**src/hdl/mhpq_pkg.sv**
```systemverilog
// Shared types, constants and helpers for the max-heap priority queue.
// No dependencies; every other file but mhpq_ram imports this package.
`timescale 1ns / 1ps

package mhpq_pkg;

	// Heap size and derived widths.
	localparam int CAPACITY = 1024;
	localparam int ADDR_W   = $clog2(CAPACITY);
	localparam int COUNT_W  = $clog2(CAPACITY + 1);
	localparam int VALUE_W  = 31;

	// Request operation codes.
	localparam logic OP_PUSH = 1'b0;
	localparam logic OP_POP  = 1'b1;

	// Response status codes.
	localparam logic [1:0] ST_OK    = 2'd0;
	localparam logic [1:0] ST_EMPTY = 2'd1;
	localparam logic [1:0] ST_FULL  = 2'd2;

	typedef struct packed {
		logic               op;
		logic [VALUE_W-1:0] value;
	} req_t;

	typedef struct packed {
		logic [1:0]         status;
		logic [VALUE_W-1:0] max_value;
		logic [COUNT_W-1:0] count;
	} rsp_t;

	// Heap store access from the sequencer to the memory.
	typedef struct packed {
		logic               we;
		logic [ADDR_W-1:0]  waddr;
		logic [VALUE_W-1:0] wdata;
		logic [ADDR_W-1:0]  raddr_a;
		logic [ADDR_W-1:0]  raddr_b;
	} mem_cmd_t;

	// Heap positions are one-based; memory addresses are zero-based.
	function automatic logic [ADDR_W-1:0] pos_addr(input logic [COUNT_W:0] pos);
		logic [COUNT_W:0] dec;
		dec = pos - 1'b1;
		return dec[ADDR_W-1:0];
	endfunction

endpackage

```
**src/hdl/mhpq_ctrl.sv**
```systemverilog
// Heap sequencer: runs push sift-up and pop sift-down over the heap store.
// Depends on mhpq_pkg; drives the store built from mhpq_ram.
`timescale 1ns / 1ps

module mhpq_ctrl
	import mhpq_pkg::*;
(
	input  logic               clk,
	input  logic               arst_n,
	input  logic               req_valid,
	output logic               req_ready,
	input  req_t               req,
	output logic               rsp_valid,
	input  logic               rsp_ready,
	output rsp_t               rsp,
	output mem_cmd_t           mem,
	input  logic [VALUE_W-1:0] rdata_a,
	input  logic [VALUE_W-1:0] rdata_b
);

	localparam logic [2:0] S_IDLE  = 3'd0;
	localparam logic [2:0] S_START = 3'd1;
	localparam logic [2:0] S_UP    = 3'd2;
	localparam logic [2:0] S_POP   = 3'd3;
	localparam logic [2:0] S_DOWN  = 3'd4;
	localparam logic [2:0] S_PUT   = 3'd5;
	localparam logic [2:0] S_FIN   = 3'd6;

	localparam logic [COUNT_W-1:0] CAP_CNT = COUNT_W'(CAPACITY);
	localparam logic [COUNT_W-1:0] ROOT    = COUNT_W'(1);

	logic [2:0]         state_q, state_d;
	logic [COUNT_W-1:0] cnt_q, cnt_d;
	logic [COUNT_W-1:0] pos_q, pos_d;
	logic [VALUE_W-1:0] val_q, val_d;
	logic               op_q, op_d;
	logic [1:0]         status_q, status_d;
	logic [VALUE_W-1:0] maxv_q, maxv_d;

	logic [COUNT_W-1:0] cnt_inc, cnt_dec, par_pos;
	logic [COUNT_W:0]   l_pos, r_pos, cnt_ext, child;
	logic               l_ok, r_ok, pick_l, pick_r;
	logic [VALUE_W-1:0] cand_v, child_v;

	assign cnt_inc = cnt_q + 1'b1;
	assign cnt_dec = cnt_q - 1'b1;
	assign par_pos = pos_q >> 1;
	assign cnt_ext = {1'b0, cnt_q};
	assign l_pos   = {pos_q, 1'b0};
	assign r_pos   = {pos_q, 1'b1};

	// Child selection for sift-down; the left child wins a tie.
	always_comb begin
		l_ok   = (l_pos <= cnt_ext);
		r_ok   = (r_pos <= cnt_ext);
		pick_l = l_ok && (rdata_a > val_q);
		cand_v = pick_l ? rdata_a : val_q;
		pick_r = r_ok && (rdata_b > cand_v);
		child   = pick_r ? r_pos : l_pos;
		child_v = pick_r ? rdata_b : rdata_a;
	end

	// Next-state and store access logic.
	always_comb begin
		state_d     = state_q;
		cnt_d       = cnt_q;
		pos_d       = pos_q;
		val_d       = val_q;
		op_d        = op_q;
		status_d    = status_q;
		maxv_d      = maxv_q;
		mem.we      = 1'b0;
		mem.waddr   = pos_addr({1'b0, pos_q});
		mem.wdata   = val_q;
		mem.raddr_a = '0;
		mem.raddr_b = '0;
		case (state_q)
			S_IDLE: begin
				if (req_valid) begin
					op_d    = req.op;
					val_d   = req.value;
					state_d = S_START;
				end
			end
			S_START: begin
				status_d = ST_OK;
				maxv_d   = '0;
				if (op_q == OP_PUSH) begin
					if (cnt_q == CAP_CNT) begin
						status_d = ST_FULL;
						state_d  = S_FIN;
					end else begin
						cnt_d = cnt_inc;
						pos_d = cnt_inc;
						if (cnt_q == '0) begin
							mem.we    = 1'b1;
							mem.waddr = '0;
							state_d   = S_FIN;
						end else begin
							mem.raddr_a = pos_addr({1'b0, cnt_inc >> 1});
							state_d     = S_UP;
						end
					end
				end else begin
					if (cnt_q == '0) begin
						status_d = ST_EMPTY;
						state_d  = S_FIN;
					end else begin
						mem.raddr_a = '0;
						mem.raddr_b = pos_addr(cnt_ext);
						state_d     = S_POP;
					end
				end
			end
			S_UP: begin
				mem.we = 1'b1;
				if (val_q > rdata_a) begin
					// Parent moves down into the hole.
					mem.wdata = rdata_a;
					pos_d     = par_pos;
					if (par_pos == ROOT) begin
						state_d = S_PUT;
					end else begin
						mem.raddr_a = pos_addr({1'b0, par_pos >> 1});
					end
				end else begin
					state_d = S_FIN;
				end
			end
			S_POP: begin
				maxv_d = rdata_a;
				cnt_d  = cnt_dec;
				if (cnt_dec == '0) begin
					state_d = S_FIN;
				end else begin
					val_d       = rdata_b;
					pos_d       = ROOT;
					mem.raddr_a = pos_addr({ROOT, 1'b0});
					mem.raddr_b = pos_addr({ROOT, 1'b1});
					state_d     = S_DOWN;
				end
			end
			S_DOWN: begin
				mem.we = 1'b1;
				if (pick_l || pick_r) begin
					// Larger child moves up into the hole.
					mem.wdata   = child_v;
					pos_d       = child[COUNT_W-1:0];
					mem.raddr_a = pos_addr({child[COUNT_W-1:0], 1'b0});
					mem.raddr_b = pos_addr({child[COUNT_W-1:0], 1'b1});
				end else begin
					state_d = S_FIN;
				end
			end
			S_PUT: begin
				mem.we  = 1'b1;
				state_d = S_FIN;
			end
			S_FIN: begin
				if (rsp_ready) begin
					state_d = S_IDLE;
				end
			end
			default: begin
				state_d = S_IDLE;
			end
		endcase
	end

	// Control registers.
	always_ff @(posedge clk or negedge arst_n) begin
		if (!arst_n) begin
			state_q <= S_IDLE;
			cnt_q   <= '0;
		end else begin
			state_q <= state_d;
			cnt_q   <= cnt_d;
		end
	end

	// Working registers of the request in flight.
	always_ff @(posedge clk) begin
		pos_q    <= pos_d;
		val_q    <= val_d;
		op_q     <= op_d;
		status_q <= status_d;
		maxv_q   <= maxv_d;
	end

	assign req_ready     = (state_q == S_IDLE);
	assign rsp_valid     = (state_q == S_FIN);
	assign rsp.status    = status_q;
	assign rsp.max_value = maxv_q;
	assign rsp.count     = cnt_q;

`ifndef SYNTHESIS
	// The entry count never passes the capacity.
	a_cnt_range: assert property (@(posedge clk) disable iff (!arst_n)
		cnt_q <= CAP_CNT)
		else $error("entry count above capacity");

	// While sifting, the hole lies inside the occupied part of the heap.
	a_up_pos: assert property (@(posedge clk) disable iff (!arst_n)
		(state_q == S_UP) |-> (pos_q > ROOT && pos_q <= cnt_q))
		else $error("sift-up position out of range");

	a_down_pos: assert property (@(posedge clk) disable iff (!arst_n)
		(state_q == S_DOWN) |-> (pos_q != '0 && pos_q <= cnt_q))
		else $error("sift-down position out of range");

	// An empty report leaves an empty heap and no value.
	a_empty: assert property (@(posedge clk) disable iff (!arst_n)
		(state_q == S_FIN && status_q == ST_EMPTY) |-> (cnt_q == '0 && maxv_q == '0))
		else $error("empty report with entries held");

	// A dropped push only happens on a full heap.
	a_full: assert property (@(posedge clk) disable iff (!arst_n)
		(state_q == S_FIN && status_q == ST_FULL) |-> (cnt_q == CAP_CNT))
		else $error("full report below capacity");
`endif

endmodule

```
**config.mk**
```make
export PLATFORM = sky130hd
export DESIGN_NAME = mhpq_ctrl
export DESIGN_NICKNAME = d
export VERILOG_FILES = /design/src/hdl/mhpq_pkg.sv /design/src/hdl/mhpq_ctrl.sv
export SDC_FILE = /design/constraint.sdc
export NUM_CORES = 1
export LEC_CHECK = 0
export BUFFER_PORTS_ARGS = -buffer_cell sky130_fd_sc_hd__buf_2
export CAP_MARGIN = 20
export CORE_MARGIN = 3
export CORE_UTILIZATION = 50
export CTS_BUF_LIST = sky130_fd_sc_hd__clkbuf_8
export CTS_CLUSTER_SIZE = 24
export DETAILED_ROUTE_END_ITERATION = 6
export GPL_TIMING_DRIVEN = 0
export PLACE_DENSITY_LB_ADDON = 0.08
export SLEW_MARGIN = 25
export SYNTH_ARGS = -nofsm -noshare
export SYNTH_HDL_FRONTEND = slang
export SYNTH_SLANG_ARGS = --single-unit
```
**constraint.sdc**
```tcl
create_clock -name clk -period 10.7 [get_ports clk]
set_clock_uncertainty 0.2 [all_clocks]
set_input_delay 3.21 -clock clk [delete_from_list [all_inputs] [get_ports clk]]
set_output_delay 3.21 -clock clk [all_outputs]
set_load 0.03 [all_outputs]
```
==> parameters.txt <==
Parameter                              Value

Synth
  Top post-synthesis cells by area    sky130_fd_sc_hd__edfxtp_1, sky130_fd_sc_hd__ha_1, sky130_fd_sc_hd__nand2_1
  Netlist area before placement    7940 um^2
  Cells after synthesis    955
  Fraction of post-synthesis cell area in the top cell type by area    28.7%
  Synth Net Count    1134
  Sequential element share of the synthesized area    33.2%
  Warnings, synthesis    0
  Synth Area in Simple Gates    20.0%
  Synthesis-stage register bit count    90
  Combinational family with the most area after synthesis    simple AND/OR/NAND/NOR gates
  Compound-Gate Fraction of Synth Area    19.2%
  Adder-cell share of the synthesized area    12.8%
  Area share of xor/xnor cells in the synthesized design    5.74%
  Count of different cell masters after synthesis    59
  Post-synth top area cell    sky130_fd_sc_hd__edfxtp_1
  Average instance area after synthesis    8.31 um^2
  Count of flip-flops with a built-in enable after synthesis    76
  Prevailing post-synth register cell    sky130_fd_sc_hd__edfxtp_1
  Share of flip-flops with an asynchronous set or reset after synthesis    15.6%
  Share of cell area taken by muxes after synthesis    3.40%

Clock tree
  Buffer cell driving the clock tree root    sky130_fd_sc_hd__clkbuf_8
  Clock sink count    90
  Maximum level of the CTS H-tree    3
  Clock-pin slew reported for the worst setup and hold paths after clock tree synthesis    0.10 ns
  Clk_lat worst skew    0.39 ns
  Count of hold-fix buffers inserted at cts    0
  CTS Buf Count    9
  CTS tree    built
  Maximum buffer depth of the clock tree    2

Critical path
  Critical Path Fanout Max    5
  Endpoint class of the critical path    output port
  Data arrival time of the worst path    7.97 ns
  Critical Path RT    7.29 ns
  Crit Path Category    input pin to output port
  Element type at the critical path start    input pin

Detailed routing
  DR pass1 iterations    5
  Remaining antenna violation count    0
  Routed length per placed instance    20.6 um
  Vias after detailed routing    8788
  DRC marker count from the first detailed-route iteration    981
  DRC violation count after routing    0
  Wire length after detailed routing    29700 um
  Ratio of routed vias to standard cells    6.10

Place
  Placed instance area    9470 um^2
  I/O Buffers    205
  Gpl congestion    0.943
  Final HPWL from detailed placement    20700 um
  Placed instance count    1373

Final layout
  Final std cell area, no fill    11200 um^2
  Diodes inserted    0
  Proportion of layout cells with a drive suffix above 1    32.7%
  Final nets    1404
  Non-filler instance count after layout    1441
  Final core utilization    72.6%
  Synth-to-layout area growth    40.5%

Flow run
  Max_cap viols    0

Die
  Core area    15400 um^2
  Initial cell density of the core    51.7%
  Number of I/O pins    206
  Die area    17400 um^2
  Number of standard-cell rows in the floorplan    45
  Die H    132 um
  Die W    132 um

GRT
  Wire length of the first global-routing pass    44300 um
  Global router's overall resource usage    32.0%
  Maximum number of pins on one net before global-route repair    34
  Initial antenna violation count    0
  Number of global-route vias before repair    8094
  Total overflow reported by the global router    0

STA
  Max-Slew Margin vs Limit    29.3%
  Setup Viol. Count Final    50
  Setup repair after global routing missed its margin    true
  Final worst-path setup slack    -0.677 ns
  Transition time at the pin with the least slew margin    1.06 ns
  Share of the clock period used by the worst path    106%
  Number of endpoints with negative hold slack in the final report    0
  Fmax    87.9 MHz
  Number of pins with negative max-slew slack in the final report    0
  Final period demand of the worst path    11.38 ns

Power and ir drop
  Final total power    0.00362 W
  Worst vdd rail ir drop    0.246 mV
  Cell Pwr Density    324 nW/um^2
  P_leak    4.97 nW

Run status
  Failing checks    setup timing
  Result of the run    complete, but fails checks

Min path
  Class of the worst hold path    flip-flop to flip-flop
-- per-layer routing --
layer	global-route usage [%]	up-vias	wire length, um
met4	11.7	0	944
met5	0	-	0
met3	5.23	78	2960
li1	-	3995	-
met1	43.2	4103	11800
met2	52.1	612	13900
-- cell families after synthesis --
| kind of cell | after synthesis |
|---|---|
| buf+inv | 117 |
| mux | 27 |
| flops | 90 |
| fa+ha+maj | 81 |
| xor+xnor | 52 |
| compound gates | 225 |
| simple gates | 363 |
-- registers in the layout, summed over array words and instances, names as in the netlist --
signal    cells
state_q       3
pos_q        11
cnt_q        11
maxv_q       31
val_q        31
status_q      2
op_q          1
-- cells in the final DEF, fill, tap and decap left out, types with 13 or more instances in the layout --
| cell type | n |
|---|---|
| sky130_fd_sc_hd__a211oi_1 | 13 |
| sky130_fd_sc_hd__a21oi_1 | 34 |
| sky130_fd_sc_hd__nand2_1 | 152 |
| sky130_fd_sc_hd__nor3_1 | 13 |
| sky130_fd_sc_hd__o21ai_0 | 30 |
| sky130_fd_sc_hd__nor2_1 | 80 |
| sky130_fd_sc_hd__a22oi_1 | 28 |
| sky130_fd_sc_hd__xnor2_1 | 36 |
| sky130_fd_sc_hd__mux2i_1 | 20 |
| sky130_fd_sc_hd__o211ai_1 | 29 |
| sky130_fd_sc_hd__nand2_2 | 16 |
| sky130_fd_sc_hd__nand3_1 | 21 |
| sky130_fd_sc_hd__inv_1 | 53 |
| sky130_fd_sc_hd__clkbuf_1 | 43 |
| sky130_fd_sc_hd__buf_4 | 61 |
| sky130_fd_sc_hd__nand4_1 | 16 |
| sky130_fd_sc_hd__buf_6 | 37 |
| sky130_fd_sc_hd__edfxtp_1 | 76 |
| sky130_fd_sc_hd__buf_2 | 156 |
| sky130_fd_sc_hd__dfrtp_1 | 14 |
| sky130_fd_sc_hd__ha_1 | 72 |
-- final timing paths --
check | from | end | slack [ns] | cells past startpoint
worst min register to register | cnt_q[10] | status_q[1] | 0.53 | 2
worst min-delay path | cnt_q[10] | status_q[1] | 0.53 | 2
worst max-delay path | rdata_a[20] | mem[19] | -0.68 | 24
worst max register to register | cnt_q[9] | pos_q[8] | 5.04 | 22
min in group asynchronous | arst_n | state_q[0] | 2.51 | 1
max in group asynchronous | arst_n | cnt_q[10] | 7.55 | 1
-- worst max-delay path: stages --
cell and delay [ns]:
sky130_fd_sc_hd__buf_12 0.11, sky130_fd_sc_hd__inv_12 0.04, sky130_fd_sc_hd__ha_4 0.18, sky130_fd_sc_hd__a21o_1 0.18
sky130_fd_sc_hd__a21o_1 0.18, sky130_fd_sc_hd__a221o_1 0.32, sky130_fd_sc_hd__a211o_1 0.32, sky130_fd_sc_hd__or3_4 0.47
sky130_fd_sc_hd__buf_12 0.17, sky130_fd_sc_hd__clkbuf_16 0.15, sky130_fd_sc_hd__nor2_2 0.10, sky130_fd_sc_hd__a21oi_2 0.04
sky130_fd_sc_hd__ha_1 0.32, sky130_fd_sc_hd__nand4_1 0.24, sky130_fd_sc_hd__nor4_4 0.44, sky130_fd_sc_hd__nand3_2 0.19
sky130_fd_sc_hd__nand2_4 0.14, sky130_fd_sc_hd__or2_4 0.17, sky130_fd_sc_hd__ha_4 0.15, sky130_fd_sc_hd__nand2_4 0.06
sky130_fd_sc_hd__nor2_4 0.12, sky130_fd_sc_hd__xor2_1 0.07, sky130_fd_sc_hd__a221o_2 0.42, sky130_fd_sc_hd__buf_6 0.15
-- power breakdown --
group	switching (W)	total [W]	internal [W]
clock	0.000145	0.000276	0.000131
combinational	0.00168	0.00274	0.00106
sequential	0.0000862	0.000603	0.000517
-- stage by stage --
| step | setup TNS [ns] | hold WS (ns) | setup WS (ns) |
|---|---|---|---|
| global placement | -50.45 | 0.498 | -1.29 |
| global route | -33.75 | 0.572 | -0.788 |
| detailed placement | -52.56 | 0.507 | -1.35 |
| finish | -27.08 | 0.526 | -0.677 |
| floorplan | -0.0389 | 0.495 | -0.0389 |
| CTS | -12.26 | 0.520 | -0.410 |
-- timing repair --
action                                 4_1_cts  5_1_grt
resized for setup                          185       59
pin swaps                                   68       36
gates cloned                                 6        0
setup buffers                               37       15
setup endpoints to repair                   50       50
endpoints found under the hold margin        0        0
-- layout make-up --
| cell class | instances | area (um^2) |
|---|---|---|
| fill | 1192 | 4220 |
| buffer | 55 | 328 |
| clock buffer | 9 | 124 |
| sequential | 90 | 2630 |
| multi-input combinational | 748 | 5630 |
| clock inverter | 7 | 92.6 |
| timing repair buffer | 261 | 1840 |
| tap | 211 | 264 |
| inverter | 60 | 238 |
-- cell usage after synthesis (all sizes together), types with 3 or more instances --
library cell / number
a211oi: 13
a21o: 13
a21oi: 47
a221o: 8
a221oi: 4
a22o: 8
a22oi: 28
a31oi: 5
and2: 5
and3: 9
buf: 8
clkbuf: 49
dfrtp: 14
edfxtp: 76
ha: 81
inv: 59
mux2i: 27
nand2: 179
nand2b: 3
nand3: 23
nand4: 16
nor2: 86
nor2b: 3
nor3: 18
nor4: 7
o211ai: 29
o21ai: 38
o221ai: 9
o22ai: 6
o2bb2ai: 3
or2: 3
or3: 3
xnor2: 38
xor2: 14
(Power assumes the default switching activity.)
